`config.mk`:
```
export PLATFORM = sky130hd
export DESIGN_NAME = mwuf_queue
export DESIGN_NICKNAME = d
export VERILOG_FILES = /design/src/hw/rtl/mwuf_pkg.sv /design/src/hw/rtl/mwuf_queue.sv
export SDC_FILE = /design/constraint.sdc
export NUM_CORES = 1
export LEC_CHECK = 0
export BUFFER_PORTS_ARGS = -buffer_cell sky130_fd_sc_hd__buf_2
export CORE_MARGIN = 5
export CORE_UTILIZATION = 51
export CTS_CLUSTER_DIAMETER = 30
export DETAILED_ROUTE_END_ITERATION = 6
export GPL_ROUTABILITY_DRIVEN = 0
export PLACE_DENSITY = 0.86
export SLEW_MARGIN = 40
export SYNTH_ARGS = -nofsm -noshare
export SYNTH_HDL_FRONTEND = slang
export SYNTH_SLANG_ARGS = --single-unit
```
`constraint.sdc`:
```
create_clock -name i_clk -period 2.9 [get_ports i_clk]
set_input_delay 0.29 -clock i_clk [delete_from_list [all_inputs] [get_ports i_clk]]
set_output_delay 0.29 -clock i_clk [all_outputs]
set_load 0.05 [all_outputs]
```
`src/hw/rtl/mwuf_pkg.sv`:
```
`timescale 1ns / 1ps
// ----------------------------------------------------------------------------
// mwuf_pkg
// Shared types, sizes and codes of the maze wall union-find block.
// ----------------------------------------------------------------------------
package mwuf_pkg;

    localparam int MAX_CELLS   = 4096;
    localparam int MAX_SIDE    = 64;
    localparam int CELL_W      = $clog2(MAX_CELLS);
    localparam int SIDE_W      = 7;
    localparam int WALL_W      = 13;
    localparam int POS_W       = WALL_W + 1;
    localparam int JOIN_W      = 13;
    localparam int AREA_W      = CELL_W + 1;
    localparam int RANK_W      = 4;
    localparam int EPOCH_W     = 8;
    localparam int DIV_CNT_W   = $clog2(POS_W);
    localparam int STACK_DEPTH = 16;
    localparam int STACK_W     = $clog2(STACK_DEPTH);
    localparam int Q_DEPTH     = 2;
    localparam int Q_PTR_W     = (Q_DEPTH > 1) ? $clog2(Q_DEPTH) : 1;
    localparam int Q_CNT_W     = $clog2(Q_DEPTH + 1);
    localparam int CFG_IDX_W   = 2;
    localparam int CFG_DATA_W  = 7;

    localparam logic [RANK_W-1:0]    RANK_MAX    = '1;
    localparam logic [EPOCH_W-1:0]   EPOCH_MAX   = '1;
    localparam logic [EPOCH_W-1:0]   EPOCH_FIRST = EPOCH_W'(1);
    localparam logic [SIDE_W-1:0]    SIDE_RESET  = SIDE_W'(8);
    localparam logic [SIDE_W-1:0]    SIDE_LIMIT  = SIDE_W'(MAX_SIDE);

    // configuration register indexes
    localparam logic [CFG_IDX_W-1:0] REG_MAZE_WIDTH  = CFG_IDX_W'(0);
    localparam logic [CFG_IDX_W-1:0] REG_MAZE_HEIGHT = CFG_IDX_W'(1);

    typedef struct packed {
        logic              new_maze;
        logic [WALL_W-1:0] wall_number;
    } t_in_word;

    typedef struct packed {
        logic [WALL_W-1:0] wall_echo;
        logic              carved;
        logic              complete;
        logic              bad_wall;
    } t_out_word;

    typedef struct packed {
        logic [SIDE_W-1:0] width;
        logic [SIDE_W-1:0] height;
    } t_size;

    // classified wall handed from front to back
    typedef struct packed {
        logic              new_maze;
        logic [WALL_W-1:0] wall;
        logic              bad;
        logic [CELL_W-1:0] cells_m1;
        logic [CELL_W-1:0] cell_a;
        logic [CELL_W-1:0] cell_b;
    } t_op;

    // set store entry: an entry whose tag differs from the live epoch is a fresh root
    typedef struct packed {
        logic [EPOCH_W-1:0] tag;
        logic [RANK_W-1:0]  rank;
        logic [CELL_W-1:0]  parent;
    } t_mem_word;

    // zero counts as one, anything above the side limit as the limit
    function automatic logic [SIDE_W-1:0] clamp_side(input logic [SIDE_W-1:0] v);
        logic [SIDE_W-1:0] r;
        r = v;
        if (v == '0) begin
            r = SIDE_W'(1);
        end else if (v > SIDE_LIMIT) begin
            r = SIDE_LIMIT;
        end
        return r;
    endfunction

endpackage

```
`src/hw/rtl/mwuf_queue.sv`:
```
`timescale 1ns / 1ps
// ----------------------------------------------------------------------------
// mwuf_queue
// Short first-in first-out queue of classified walls between front and back.
// ----------------------------------------------------------------------------
module mwuf_queue (
    input  logic          i_clk,
    input  logic          i_rst_n,
    input  logic          i_push_valid,
    output logic          o_push_ready,
    input  mwuf_pkg::t_op i_push_op,
    output logic          o_pop_valid,
    input  logic          i_pop_ready,
    output mwuf_pkg::t_op o_pop_op
);

    mwuf_pkg::t_op                 r_slot [mwuf_pkg::Q_DEPTH];
    logic [mwuf_pkg::Q_PTR_W-1:0]  r_wr_ptr;
    logic [mwuf_pkg::Q_PTR_W-1:0]  r_rd_ptr;
    logic [mwuf_pkg::Q_CNT_W-1:0]  r_count;
    logic                          push;
    logic                          pop;

    assign o_push_ready = (r_count != mwuf_pkg::Q_CNT_W'(mwuf_pkg::Q_DEPTH));
    assign o_pop_valid  = (r_count != '0);
    assign o_pop_op     = r_slot[r_rd_ptr];
    assign push         = i_push_valid && o_push_ready;
    assign pop          = o_pop_valid && i_pop_ready;

    always_ff @(posedge i_clk) begin
        if (push) begin
            r_slot[r_wr_ptr] <= i_push_op;
        end
    end

    always_ff @(posedge i_clk) begin
        if (!i_rst_n) begin
            r_wr_ptr <= '0;
            r_rd_ptr <= '0;
            r_count  <= '0;
        end else begin
            if (push) begin
                if (r_wr_ptr == mwuf_pkg::Q_PTR_W'(mwuf_pkg::Q_DEPTH - 1)) begin
                    r_wr_ptr <= '0;
                end else begin
                    r_wr_ptr <= r_wr_ptr + mwuf_pkg::Q_PTR_W'(1);
                end
            end
            if (pop) begin
                if (r_rd_ptr == mwuf_pkg::Q_PTR_W'(mwuf_pkg::Q_DEPTH - 1)) begin
                    r_rd_ptr <= '0;
                end else begin
                    r_rd_ptr <= r_rd_ptr + mwuf_pkg::Q_PTR_W'(1);
                end
            end
            if (push && !pop) begin
                r_count <= r_count + mwuf_pkg::Q_CNT_W'(1);
            end else if (pop && !push) begin
                r_count <= r_count - mwuf_pkg::Q_CNT_W'(1);
            end
        end
    end

endmodule

```
* Word level (Yosys, flattened, before mapping)
Memory sizes are Yosys's and may differ from the RTL's. A register that Yosys moved wholly into a read port is not among the register bits.
Cells that the tools add are included.
** Operators by class
- Add/subtract/negate cells :: 4
- Equal/unequal tests :: 1
- Multiplexer cells :: 8
- Reductions and logical operators :: 8
** Operators by type and width (count)
- $mux W1 :: 6
- $logic_and A1 B1 Y1 :: 4
- $mux W2 :: 2
- $reduce_bool A2 Y1 :: 2
- $add A1 B1 Y1 const B :: 2
- $add A2 B1 Y2 const B :: 1
- $logic_not A1 Y1 :: 2
- $ne A2 B2 Y1 const B :: 1
- $sub A2 B1 Y2 const B :: 1
** Word-level totals
- Flip-flop bits (word level) :: 4
- Bits in writable memories :: 102
- Input bits :: 55
- Output and inout port bits :: 53
- Logic and storage cells :: 25
- Memories kept :: 1
** Memories
- r_slot :: depth 2, width 51, rd ports 1, clocked after Yosys merged registers in 1, write ports 1, RTL line mwuf_queue.sv:17 : mwuf_pkg::t_op r_slot [mwuf_pkg::Q_DEPTH];

* Logic depth before layout (Yosys ltp)
- Word-level depth :: 6
- Gate-level depth with buffers :: 6
- Mapped depth without buffers :: 6

* Worst setup path after synthesis
Ideal clock, no wire load.
- Kind :: reg-to-reg
- Start point :: register r_count[0] (netlist name)
- End point :: memory r_slot[1][0] (netlist name) (enable)
- Arrival :: 1942 ps
- Required time :: 2486 ps
- Path slack :: 544 ps
- Cell stages (with the launch flop) :: 3
- Path buffers :: 0
- Clock period less this slack :: 2356 ps
- Cell sequence :: dfxtp_1 -> nand2b_4 -> and3_1
** On the way
- Cells in the longest elaborated chain, start to end :: 4
** Ends and longest elaborated chain
- start: declaration :: RTL line mwuf_queue.sv:20 : logic [mwuf_pkg::Q_CNT_W-1:0] r_count;
- start signal: assignment :: RTL line mwuf_queue.sv:57 : r_count <= r_count + mwuf_pkg::Q_CNT_W'(1);
- start signal: assignment :: RTL line mwuf_queue.sv:59 : r_count <= r_count - mwuf_pkg::Q_CNT_W'(1);
- $ne A2 B2 Y1 :: RTL line mwuf_queue.sv:24 : assign o_push_ready = (r_count != mwuf_pkg::Q_CNT_W'(mwuf_pkg::Q_DEPTH));
- named net o_push_ready :: RTL line mwuf_queue.sv:10 : output logic o_push_ready,
- $logic_and A1 B1 Y1 :: RTL line mwuf_queue.sv:27 : assign push = i_push_valid && o_push_ready;
- $mux W1 :: RTL line mwuf_queue.sv:31 : if (push) begin
- $mux W1 (not written as such) :: RTL line mwuf_queue.sv:32 : r_slot[r_wr_ptr] <= i_push_op;
- end: declaration :: RTL line mwuf_queue.sv:17
The timed path passes the listed nets, and every way through them passes these cells.

==> results.ini <==
[power]
p_leak_nw = 1.77
max-vdd-ir-drop_mv = 0.547
p_per_area_nw_per_um2 = 959

[timing]
fin_crit_sh_pct = 77.4
skew_ns = 0.00676
slew_headroom_pct = 56.5
drv_slew = 0
fmax_mhz = 445
tns_ns = 0
period_needed_ns = 2.24
tightest_slew_ns = 0.653
setup_viol = 0
rsz0062_at_grt = false
final_hold_viol_count = 0

[setup_path]
cp-end-kind = primary output
path_cells = buf_12 -> mux2_2 -> buf_2
r2r_end = r_slot[1][22]$_DFFE_PP_
max_stage_delay_ns = 0.76
cp.required_ns = 2.61
crit_slowest_cell = dfxtp_2
critical_path.top_delay_family = flip-flops
reg2reg_slack_ns = 1.06
r2r_cells = 3
path_buf_inv = 2
cp_max_fo = 27
reg2reg_from = r_count[0]$_SDFFE_PN0P_
criticalPathCategory = register to primary output
crit_arrival_ns = 1.95
crit_path_start_kind = register

[finish]
nNetsFinal = 354
area_delta_synth_final_pct = 22.5
instances_no_fill = 405
final_cell_area_um2 = 4790
antenna_cells = 0
final_layout_size_suffix_gt1_share_pct = 59.4

[yosys]
synth_common_cells = edfxtp_1, mux2_2, buf_2, dfxtp_1, and2_1
synth_edf_count = 102
netlist_instances = 183
yosysSeqAreaShare_pct = 80.9
synth_seq_cells = 107
synth_top_area_cell = edfxtp_1
synth_ff_type = edfxtp_1
yosys_warnings = 0
postSynth.asyncResetShare_pct = 0
syn_area_um2 = 3910
synth.most_common_cell = edfxtp_1
syn_area_per_cell_um2 = 21.4
synth_top_cells_by_area = edfxtp_1, mux2_2, dfxtp_1
yosysUniqueCellTypes = 19
synth_top_cell_area_share_pct = 78.3
synth_nets = 239

[min_path]
min_to = r_slot[0][26]$_DFFE_PP_
holdPathStages = 1
hold_start = i_push_op[26]
hold_path.class = input port to register

[global_routing]
grt_overflow = 0
grt_pass1_wl_um = 10700
grt_busiest_layer = met2
grt_max_degree = 29
grtUsageMet3_pct = 4.74
grt_use_met2_pct = 25.0
first_global_vias = 2135
grt_antenna_before_repair = 0
grtUsageMet1_pct = 17.4
grtUsageTotal_pct = 14.4

[drt]
remaining_drc_errors = 0
finalWirelength_um = 6620
via_per_inst = 4.89
drtIter0Drc = 79
vias = 1982
wl_per_cell_um = 16.3
dr.pass1.iters = 4
antenna_left = 0

[outcome]
status = complete, no violations

[placed_design]
io_buffers = 107
dp_cells = 389
hpwl_um = 4610
post_dp_cell_area_um2 = 4610

[clocking]
clockBufferDepth = 2
cts_hold_buf = 0
clk_pin_slew_ns = 0.09
cts_setup_buffers = 0
tritoncts = done
clk_latency_ns = 0.34
root_buffer = clkbuf_8
cts_inserted_buffers = 9
htreeDepth = 3
cts-resized-gates = 0
clock-sinks = 107

[floorplan]
die_x_um = 97.6
num_rows = 32
core_area_um2 = 7610
die-area_um2 = 9520
io_pins = 108
dieHeight_um = 97.6
start_util_pct = 51.4

[job]
maxCapViolCount = 0

[area by class of cell]
class / instances / area, um^2
clock buffer: 11 / 131
clock inverter: 5 / 53.8
fill: 577 / 2820
inverter: 1 / 3.75
multi-input combinational: 69 / 714
sequential: 107 / 3160
tap: 102 / 128
timing repair buffer: 110 / 596
[routing by layer]
metal  up-vias  share of wire (%)
met2        61                 53
met3         6                5.9
met1       968                 40
li1        947                  -
met4         0               0.89
met5         -                  0
[where the power goes]
part	internal (mW)	switching (mW)	leakage (nW)	total (mW)
Sequential	1.93	0.112	0.994	2.04
Clock	0.396	0.446	0.0870	0.842
Combinational	0.515	1.20	0.694	1.71
[worst max path at each step]
stage                                       start                endpoint  slack [ns]  cells past startpoint
final                                    register            o_pop_op[25]        0.66                      3
after global routing                     register             o_pop_op[9]        0.53                      3
after CTS                                register            o_pop_op[25]        0.58                      3
after detailed placement                 register            o_pop_op[25]        0.97                      3
after global placement                   register            o_pop_op[25]        0.99                      3
after floorplan           r_count[0]$_SDFFE_PN0P_  r_slot[1][0]$_DFFE_PP_        0.54                      2
[cell families after synthesis]
family,count (synthesis),share of synthesized area [%]
AO/OA/AOI/OAI,5,0.896
XOR/XNOR,3,0.672
adder cells (fa/ha/maj),1,0.320
buffers and inverters,7,0.864
flip-flops,107,80.9
multiplexers,51,14.7
AND/OR/NAND/NOR,9,1.66
[sequential cells by signal, indices dropped and copies added (netlist names), named ones only]
register and flops:
r_slot 102, r_count 2, r_rd_ptr 1, r_wr_ptr 1
[through the flow]
stage                     setup WS (ns)  hold slack (ns)  power [mW]  utilization (%)
after floorplan                   0.544            0.389        3.41                -
after global placement            0.991            0.478        3.78             60.5
after detailed placement          0.974            0.481        3.81             60.5
after CTS                         0.579            0.103        4.66             63.0
after global routing              0.533           0.0927        4.82             63.0
final                             0.655            0.126        4.60             63.0
[layout by cell type, fill, tap and decap left out, drive strengths merged]
cell type and count:
and2 4, and3 1, xnor2 2, nand3b 1, nand2b 1, or3 1
mux2 51, inv 1, o21ai 2, ha 1, clkinvlp 2, a21boi 2
a21bo 1, buf 110, dfxtp 5, xor2 1, bufinv 1, clkbuf 11
or2 1, clkinv 2, edfxtp 102
Power figures use the tool's default switching activity.
