<file path="src/hw/rtl/mwuf_pkg.sv">
`timescale 1ns / 1ps
// ----------------------------------------------------------------------------
// mwuf_pkg
// Shared types, sizes and codes of the maze wall union-find block.
// ----------------------------------------------------------------------------
package mwuf_pkg;

    localparam int MAX_CELLS   = 4096;
    localparam int MAX_SIDE    = 64;
    localparam int CELL_W      = $clog2(MAX_CELLS);
    localparam int SIDE_W      = 7;
    localparam int WALL_W      = 13;
    localparam int POS_W       = WALL_W + 1;
    localparam int JOIN_W      = 13;
    localparam int AREA_W      = CELL_W + 1;
    localparam int RANK_W      = 4;
    localparam int EPOCH_W     = 8;
    localparam int DIV_CNT_W   = $clog2(POS_W);
    localparam int STACK_DEPTH = 16;
    localparam int STACK_W     = $clog2(STACK_DEPTH);
    localparam int Q_DEPTH     = 2;
    localparam int Q_PTR_W     = (Q_DEPTH > 1) ? $clog2(Q_DEPTH) : 1;
    localparam int Q_CNT_W     = $clog2(Q_DEPTH + 1);
    localparam int CFG_IDX_W   = 2;
    localparam int CFG_DATA_W  = 7;

    localparam logic [RANK_W-1:0]    RANK_MAX    = '1;
    localparam logic [EPOCH_W-1:0]   EPOCH_MAX   = '1;
    localparam logic [EPOCH_W-1:0]   EPOCH_FIRST = EPOCH_W'(1);
    localparam logic [SIDE_W-1:0]    SIDE_RESET  = SIDE_W'(8);
    localparam logic [SIDE_W-1:0]    SIDE_LIMIT  = SIDE_W'(MAX_SIDE);

    // configuration register indexes
    localparam logic [CFG_IDX_W-1:0] REG_MAZE_WIDTH  = CFG_IDX_W'(0);
    localparam logic [CFG_IDX_W-1:0] REG_MAZE_HEIGHT = CFG_IDX_W'(1);

    typedef struct packed {
        logic              new_maze;
        logic [WALL_W-1:0] wall_number;
    } t_in_word;

    typedef struct packed {
        logic [WALL_W-1:0] wall_echo;
        logic              carved;
        logic              complete;
        logic              bad_wall;
    } t_out_word;

    typedef struct packed {
        logic [SIDE_W-1:0] width;
        logic [SIDE_W-1:0] height;
    } t_size;

    // classified wall handed from front to back
    typedef struct packed {
        logic              new_maze;
        logic [WALL_W-1:0] wall;
        logic              bad;
        logic [CELL_W-1:0] cells_m1;
        logic [CELL_W-1:0] cell_a;
        logic [CELL_W-1:0] cell_b;
    } t_op;

    // set store entry: an entry whose tag differs from the live epoch is a fresh root
    typedef struct packed {
        logic [EPOCH_W-1:0] tag;
        logic [RANK_W-1:0]  rank;
        logic [CELL_W-1:0]  parent;
    } t_mem_word;

    // zero counts as one, anything above the side limit as the limit
    function automatic logic [SIDE_W-1:0] clamp_side(input logic [SIDE_W-1:0] v);
        logic [SIDE_W-1:0] r;
        r = v;
        if (v == '0) begin
            r = SIDE_W'(1);
        end else if (v > SIDE_LIMIT) begin
            r = SIDE_LIMIT;
        end
        return r;
    endfunction

endpackage

</file>
<file path="src/hw/rtl/mwuf_front.sv">
`timescale 1ns / 1ps
// ----------------------------------------------------------------------------
// mwuf_front
// Accepts wall words, checks them against the maze size and maps each in-range wall
// to the two cells it separates through a radix-2 divider.
// ----------------------------------------------------------------------------
module mwuf_front (
    input  logic               i_clk,
    input  logic               i_rst_n,
    input  logic               i_in_valid,
    output logic               o_in_ready,
    input  mwuf_pkg::t_in_word i_in_word,
    input  mwuf_pkg::t_size    i_size,
    input  logic               i_clear_busy,
    output logic               o_op_valid,
    output mwuf_pkg::t_op      o_op,
    input  logic               i_op_ready
);

    typedef enum logic [2:0] {
        F_IDLE,
        F_SIZE,
        F_BOUND,
        F_DIV,
        F_CELL,
        F_PUSH
    } t_fstate;

    t_fstate                            r_state;
    logic                               r_new_maze;
    logic [mwuf_pkg::WALL_W-1:0]        r_wall;
    logic [mwuf_pkg::SIDE_W-1:0]        r_w;
    logic [mwuf_pkg::SIDE_W-1:0]        r_h;
    logic [mwuf_pkg::AREA_W-1:0]        r_wh;
    logic [mwuf_pkg::SIDE_W-1:0]        r_gw;
    logic [mwuf_pkg::POS_W-1:0]         r_dvd;
    logic [mwuf_pkg::SIDE_W-1:0]        r_rem;
    logic [mwuf_pkg::DIV_CNT_W-1:0]     r_cnt;
    logic                               r_bad;
    logic [mwuf_pkg::CELL_W-1:0]        r_cells_m1;
    logic [mwuf_pkg::CELL_W-1:0]        r_cell_a;
    logic [mwuf_pkg::CELL_W-1:0]        r_cell_b;

    logic [mwuf_pkg::POS_W-1:0]         wall_count;
    logic [mwuf_pkg::SIDE_W:0]          div_t;
    logic [mwuf_pkg::SIDE_W:0]          div_sub;
    logic                               div_ge;
    logic [mwuf_pkg::SIDE_W-1:0]        rem_next;
    logic                               col_zero;
    logic                               col_last;
    logic                               row_odd;
    logic [mwuf_pkg::POS_W:0]           row_a;
    logic [mwuf_pkg::POS_W:0]           row_b;
    logic [mwuf_pkg::SIDE_W-1:0]        col_a;
    logic [mwuf_pkg::SIDE_W-1:0]        col_b;
    logic [mwuf_pkg::POS_W+mwuf_pkg::SIDE_W:0] prod_a;
    logic [mwuf_pkg::POS_W+mwuf_pkg::SIDE_W:0] prod_b;
    logic [mwuf_pkg::POS_W:0]           sum_a;
    logic [mwuf_pkg::POS_W:0]           sum_b;

    assign o_in_ready = (r_state == F_IDLE) && !i_clear_busy;
    assign o_op_valid = (r_state == F_PUSH);

    assign o_op.new_maze = r_new_maze;
    assign o_op.wall     = r_wall;
    assign o_op.bad      = r_bad;
    assign o_op.cells_m1 = r_cells_m1;
    assign o_op.cell_a   = r_cell_a;
    assign o_op.cell_b   = r_cell_b;

    // 2*w*h - w - h walls in all
    assign wall_count = {r_wh, 1'b0} - mwuf_pkg::POS_W'(r_w) - mwuf_pkg::POS_W'(r_h);

    // restoring divide of the expanded-grid position by the grid row width
    assign div_t    = {r_rem, r_dvd[mwuf_pkg::POS_W-1]};
    assign div_ge   = div_t >= {1'b0, r_gw};
    assign div_sub  = div_t - {1'b0, r_gw};
    assign rem_next = div_ge ? div_sub[mwuf_pkg::SIDE_W-1:0] : div_t[mwuf_pkg::SIDE_W-1:0];

    // neighbours either side of the wall: row above/below on odd rows, left/right on even
    assign row_odd  = r_dvd[0];
    assign col_zero = (r_rem == '0);
    assign col_last = (r_rem == (r_gw - mwuf_pkg::SIDE_W'(1)));

    always_comb begin
        row_a = {1'b0, r_dvd};
        row_b = {1'b0, r_dvd};
        col_a = r_rem;
        col_b = r_rem;
        if (row_odd) begin
            row_a = {1'b0, r_dvd} - (mwuf_pkg::POS_W+1)'(1);
            row_b = {1'b0, r_dvd} + (mwuf_pkg::POS_W+1)'(1);
        end else begin
            if (col_zero) begin
                row_a = {1'b0, r_dvd} - (mwuf_pkg::POS_W+1)'(1);
                col_a = r_gw - mwuf_pkg::SIDE_W'(1);
            end else begin
                col_a = r_rem - mwuf_pkg::SIDE_W'(1);
            end
            if (col_last) begin
                row_b = {1'b0, r_dvd} + (mwuf_pkg::POS_W+1)'(1);
                col_b = '0;
            end else begin
                col_b = r_rem + mwuf_pkg::SIDE_W'(1);
            end
        end
    end

    assign prod_a = row_a * r_w;
    assign prod_b = row_b * r_w;
    assign sum_a  = prod_a[mwuf_pkg::POS_W:0] + (mwuf_pkg::POS_W+1)'(col_a);
    assign sum_b  = prod_b[mwuf_pkg::POS_W:0] + (mwuf_pkg::POS_W+1)'(col_b);

    always_ff @(posedge i_clk) begin
        if (!i_rst_n) begin
            r_state <= F_IDLE;
        end else begin
            unique case (r_state)
                F_IDLE: begin
                    if (i_in_valid && o_in_ready) begin
                        r_new_maze <= i_in_word.new_maze;
                        r_wall     <= i_in_word.wall_number;
                        r_w        <= mwuf_pkg::clamp_side(i_size.width);
                        r_h        <= mwuf_pkg::clamp_side(i_size.height);
                        r_state    <= F_SIZE;
                    end
                end
                F_SIZE: begin
                    // both sides at most the limit, so the area never exceeds the store
                    r_wh    <= mwuf_pkg::AREA_W'(r_w) * mwuf_pkg::AREA_W'(r_h);
                    r_state <= F_BOUND;
                end
                F_BOUND: begin
                    r_bad      <= {1'b0, r_wall} >= wall_count;
                    r_cells_m1 <= mwuf_pkg::CELL_W'(r_wh - mwuf_pkg::AREA_W'(1));
                    r_gw       <= mwuf_pkg::SIDE_W'({r_w, 1'b0} - (mwuf_pkg::SIDE_W+1)'(1));
                    r_dvd      <= {r_wall, 1'b1};
                    r_rem      <= '0;
                    r_cnt      <= '0;
                    if ({1'b0, r_wall} >= wall_count) begin
                        r_state <= F_PUSH;
                    end else begin
                        r_state <= F_DIV;
                    end
                end
                F_DIV: begin
                    r_rem <= rem_next;
                    r_dvd <= {r_dvd[mwuf_pkg::POS_W-2:0], div_ge};
                    r_cnt <= r_cnt + mwuf_pkg::DIV_CNT_W'(1);
                    if (r_cnt == mwuf_pkg::DIV_CNT_W'(mwuf_pkg::POS_W - 1)) begin
                        r_state <= F_CELL;
                    end
                end
                F_CELL: begin
                    r_cell_a <= sum_a[mwuf_pkg::CELL_W:1];
                    r_cell_b <= sum_b[mwuf_pkg::CELL_W:1];
                    r_state  <= F_PUSH;
                end
                F_PUSH: begin
                    if (i_op_ready) begin
                        r_state <= F_IDLE;
                    end
                end
                default: begin
                    r_state <= F_IDLE;
                end
            endcase
        end
    end

endmodule

</file>
<file path="config.mk">
export PLATFORM = sky130hd
export DESIGN_NAME = mwuf_front
export DESIGN_NICKNAME = d
export VERILOG_FILES = /design/src/hw/rtl/mwuf_pkg.sv /design/src/hw/rtl/mwuf_front.sv
export SDC_FILE = /design/constraint.sdc
export NUM_CORES = 1
export LEC_CHECK = 0
export ABC_AREA = 0
export BUFFER_PORTS_ARGS = -buffer_cell sky130_fd_sc_hd__clkbuf_2
export CAP_MARGIN = 20
export CORE_MARGIN = 2
export CORE_UTILIZATION = 30
export CTS_CLUSTER_SIZE = 28
export DETAILED_ROUTE_END_ITERATION = 16
export HOLD_SLACK_MARGIN = 0.12
export SLEW_MARGIN = 15
export SYNTH_ARGS = -nofsm -noshare
export SYNTH_HDL_FRONTEND = slang
export SYNTH_SLANG_ARGS = --single-unit
export TNS_END_PERCENT = 20
</file>
<file path="constraint.sdc">
create_clock -name i_clk -period 8.5 [get_ports i_clk]
set_input_delay 0.85 -clock i_clk [delete_from_list [all_inputs] [get_ports i_clk]]
set_output_delay 0.85 -clock i_clk [all_outputs]
set_load 0.03 [all_outputs]
</file>
# After elaboration in Yosys (flattened, before gate mapping)

Index checks and enable logic that the tools add are counted.

$add $sub $neg: 13
Multiply operators: 3
Magnitude comparators: 4
Equality and inequality tests: 10
Muxes and demuxes: 19
Reduce and logical (&&, ||, !) cells: 16

Operators with widths:

| cell                  | count |
|---|---|
| $mux 15               | 4 |
| $mux 7                | 7 |
| $mul 15x7->13         | 2 |
| $pmux 14 s2           | 1 |
| $sub 14x7->14         | 2 |
| $add 13x7->13         | 2 |
| $logic_not 7->1       | 3 |
| $sub 7x1->7 const B   | 3 |
| $pmux 3 s6            | 1 |
| $add 14x1->15 const B | 1 |
| $sub 14x1->15 const B | 1 |
| $ge 13x14->1          | 1 |
| $gt 7x7->1 const B    | 2 |
| $pmux 7 s2            | 1 |
| $mul 7x7->13          | 1 |
| $mux 3                | 4 |
| $sub 12x1->12 const B | 1 |
| $ge 8x7->1            | 1 |
| $pmux 4 s2            | 1 |
| $reduce_and 2->1      | 4 |
| $add 7x1->7 const B   | 1 |
| $eq 7x7->1            | 1 |
| $sub 7x7->7           | 1 |
| $eq 3x2->1 const B    | 2 |
| other kinds (12)      | 17 |

Bits in registers: 113
Input port bits: 33
Output and inout port bits: 53
Word-level logic and storage cells: 81

# Depth between registers and ports, before layout

Depth in word-level cells: 6
Mapped depth: 27
Mapped depth without buffers: 26

# Least setup slack after synthesis

OpenSTA, ideal clock, no wires.

Kind: register to register
Start: reg r_rem[0] in the netlist's numbering
End: reg r_cell_a[11] in the netlist's numbering, data pin
Setup time: 0.268 ns
Arrival: 5.892 ns
Data required time: 8.232 ns
Setup slack: 2.340 ns
Stages on the path, launching flop included: 23
Path buffers: 1
Period minus slack after synthesis: 6.160 ns
Cell sequence: edfxtp_1 -> inv_1 -> ha_1 -> or2b_1 -> or2_2 -> nand2b_1 -> clkbuf_1 -> nor4_1 -> xor2_1 -> nand2_1 -> fa_1 -> fa_1 -> inv_1 -> fa_1 -> fa_1 -> ha_1 -> a21boi_1 -> o21ai_0 -> nand2b_1 -> a31oi_1 -> o21ai_0 -> xnor2_1 -> xnor3_1

Cells in the longest elaborated chain, start to end: 5
Elaborated cells on any way between the ends: 8
Those cells by class: add/sub: 2; mul: 1; mux: 4; reduce/logical: 1

RTL lines:

| what                   | RTL line          | RTL |
|---|---|---|
| from (decl)            | mwuf_front.sv:37  | `logic [mwuf_pkg::SIDE_W-1:0] r_rem;` |
| from (signal assigned) | mwuf_front.sv:147 | `r_rem <= rem_next;` |
| $logic_not 7->1        | mwuf_front.sv:82  | `assign col_zero = (r_rem == '0);` |
| $mux 15                | mwuf_front.sv:94  | `if (col_zero) begin` |
| $mux 15                | mwuf_front.sv:90  | `if (row_odd) begin` |
| $mul 15x7->13          | mwuf_front.sv:109 | `assign prod_a = row_a * r_w;` |
| $add 13x7->13 (*)      | mwuf_front.sv:111 | `assign sum_a = prod_a[mwuf_pkg::POS_W:0] + (mwuf_pkg::POS_W+1)'(col_a);` |
| net sum_a (one bit)    | mwuf_front.sv:58  | `logic [mwuf_pkg::POS_W:0] sum_a;` |
| to (signal assigned)   | mwuf_front.sv:155 | `r_cell_a <= sum_a[mwuf_pkg::CELL_W:1];` |
| to (decl)              | mwuf_front.sv:41  | `logic [mwuf_pkg::CELL_W-1:0] r_cell_a;` |

Mark *: on every way through the listed nets, which the timed path passes. The rest lies on a longest branch.
A chain may end at the register's enable or synchronous reset.

# Worst setup path in the final report

Same ends and word-level chain as after synthesis.

==> run_results.csv <==
group,metric,value,unit
timing,slew_headroom,57.5,%
yosys,syn_area_per_cell,9.97,µm²
critical_path,cp-end-kind,"register",
yosys,synth_seq_cells,112,
yosys,synth_top_family_by_area,"adder cells",
placed_design,place_ws,1780,ps
yosys,synth-compound-area-share,6.25,%
clock_tree,post_cts_buffers,0,
yosys,ys_seq_area_share,28.0,%
timing,fmax,150,MHz
clock_tree,cts_tree,"yes",
outcome,status,"finished clean",
yosys,synth_enable_flop_cells,109,
worst_hold_path,hold_depth,1,
yosys,synth_fa_ha_area_share,32.8,%
placed_design,dp.cells,1775,
timing,rsz0062_at_grt,"no",
clock_tree,htreeDepth,3,
global_route,grt_pass1_wl,45200,µm
pwr,pwr_density_cell,241,nW/µm²
floorplan,initial_utilization,30.6,%
layout,drive_gt1_share,11.4,%
timing,finalCritPeriodShare,78.5,%
yosys,synth_top_area_share,27.5,%
layout,n_antenna_cell,0,
clock_tree,cts_inserted_buffers,9,
yosys,synthTopCellsByArea,"edfxtp_1 (27%), fa_1 (19%), ha_1 (13%)",
pwr,power.total,3.20,mW
pwr,leakage,5.98,nW
drt,wirelength,27700,µm
timing,setup_tns,0,ps
critical_path,worstSetupStartpointType,"register",
yosys,syn_area,11900,µm²
critical_path,rr_worst_depth,21,
global_route,grt_max_degree,31,
drt,ant_nets,0,
drt,via_per_inst,4.62,
timing,slew_viol_final,0,
yosys,synth_ff_type,"edfxtp_1",
placed_design,hpwl,21900,µm
placed_design,portBuffers,85,
placed_design,dpl_cell_area,12900,µm²
floorplan,io_pins,86,
clock_tree,ctsHoldBuffers,0,
layout,finish.instance_area,13300,µm²
yosys,synth_top_area_cell,"edfxtp_1",
timing,fin_ws,1830,ps
yosys,yosysMostFrequentCell,"inv_1",
yosys,synth_xor_area_share,9.13,%
critical_path,crit_type,"register to register",
global_route,grt_pass1_vias,8578,
timing,worst_pin_slew,631,ps
critical_path,cp_max_fo,9,
timing,finalSetupViolCount,0,
layout,layout.cells.non_filler,1791,
yosys,synthSimpleGateAreaFrac,14.5,%
global_route,track_usage,14.0,%
drt,drc,0,
clock_tree,root_buffer,"clkbuf_16",
critical_path,worstPathRequired,8610,ps
yosys,yosys-top-cells-count,"inv_1 (193), ha_1 (127), nand2_1 (119), fa_1 (116), edfxtp_1 (109)",
placed_design,place_congestion,0.849,
timing,hold_violations,0,
drt,first_iter_violations,591,
timing,fin_crit,6670,ps
yosys,synthMuxAreaShare,1.53,%
clock_tree,clockBufferDepth,2,
yosys,async_flop_share,0,%
clock_tree,clock_latency,380,ps
run,cap_violations,0,
global_route,antenna_found_initial,0,
yosys,yosysUniqueCellTypes,61,
yosys,synth_warnings,0,
clock_tree,postCtsResizedCells,0,
clock_tree,clock_sinks,112,
floorplan,die_area,41300,µm²
floorplan,row_count,72,
floorplan,die_h,203,µm
floorplan,core_area,38900,µm²
drt,drtPass1Iterations,7,
critical_path,worstPathArrival,6790,ps
timing,clock_skew,17.5,ps
global_route,overflow,0,
drt,wl_per_cell,15.5,µm
layout,syn2layout_area_growth,11.3,%
layout,nets,1544,
worst_hold_path,hold_path.class,"register to register",
drt,vias,8274,
yosys,syn_inst,1195,
clock_tree,clk_pin_slew,100,ps
pwr,vdd.ir_drop.worst,0.116,mV
floorplan,die_x,203,µm
## state kept, by name, indices dropped and copies added (netlist names)
register,cells
r_bad,1
r_cell_a,12
r_cell_b,12
r_cells_m1,12
r_cnt,4
r_dvd,14
r_gw,6
r_h,7
r_new_maze,1
r_rem,7
r_state,3
r_w,7
r_wall,13
r_wh,13
## metal layers
| layer | up-vias | share of wire, % | track usage (%) |
|---|---|---|---|
| met4 | 0 | 2.5 | 4.59 |
| met5 | - | 0 | 0 |
| met3 | 30 | 3.9 | 2.30 |
| met2 | 163 | 50 | 24.8 |
| met1 | 4082 | 43 | 17.3 |
| li1 | 3999 | - | - |
## per-stage QoR
step / hold slack [ps] / util (%)
final: 632 / 34.0
after CTS: 629 / 34.0
after global routing: 626 / 34.0
after detailed placement: 623 / 33.2
after global placement: 607 / 33.2
after floorplan: 567 / -
## final timing paths
check | start | end | slack, ps
worst min-delay path | r_cnt[0] | r_cnt[0] | 630
worst min register to register | r_cnt[0] | r_cnt[0] | 630
worst max-delay path | r_rem[0] | r_cell_a[11] | 1830
worst max register to register | r_rem[0] | r_cell_a[11] | 1830
## worst max-delay path, stage by stage, from the launching register on
cell and delay [ps]:
edfxtp_1 510, inv_1 140, ha_1 160, or2b_1 320, or2_2 340, nand2b_1 270
nor4_1 270, xor2_1 480, nand2_1 160, fa_1 510, fa_1 490, inv_1 50
fa_1 500, fa_1 490, ha_1 330, a21boi_1 150, o21ai_0 160, nand2b_1 110
a31oi_1 260, o21ai_0 160, xnor2_1 170, xnor3_1 390
## area by class of cell
cell class | instances | area [µm²]
timing repair buffer | 99 | 531
multi-input combinational | 851 | 7690
tap | 518 | 648
clock inverter | 7 | 90.1
sequential | 112 | 3330
fill | 4010 | 25700
clock buffer | 9 | 225
inverter | 195 | 732
## placed cells by master (no fill, tap or decap), types with 31 or more instances in the layout
cell and n:
inv_1 193, ha_1 127, nand2_1 119, fa_1 116, edfxtp_1 109, nor2_1 89, clkbuf_2 85, xnor2_1 74
and2_1 45, xor2_1 40, a21oi_1 40, o21ai_0 31
## power by group
part / total, mW / leakage, nW / switching (mW) / internal [mW]
clock: 0.467 / 0.148 / 0.251 / 0.215
combinational: 1.87 / 4.81 / 1.02 / 0.854
sequential: 0.859 / 1.02 / 0.0746 / 0.784
total: 3.20 / 5.98 / 1.35 / 1.85
## cells by family (layout without fill, tap and decap cells)
| group | Yosys count | count (layout) |
|---|---|---|
| and+or+nand+nor | 352 | 352 |
| AOI/OAI and AO/OA | 119 | 119 |
| xor gates and xnor gates | 118 | 118 |
| muxes | 17 | 17 |
| other | 1 | 2 |
| buffers and inverters | 233 | 310 |
| DFF | 112 | 112 |
| adders and majority gates | 243 | 243 |
(Power assumes the default switching activity.)
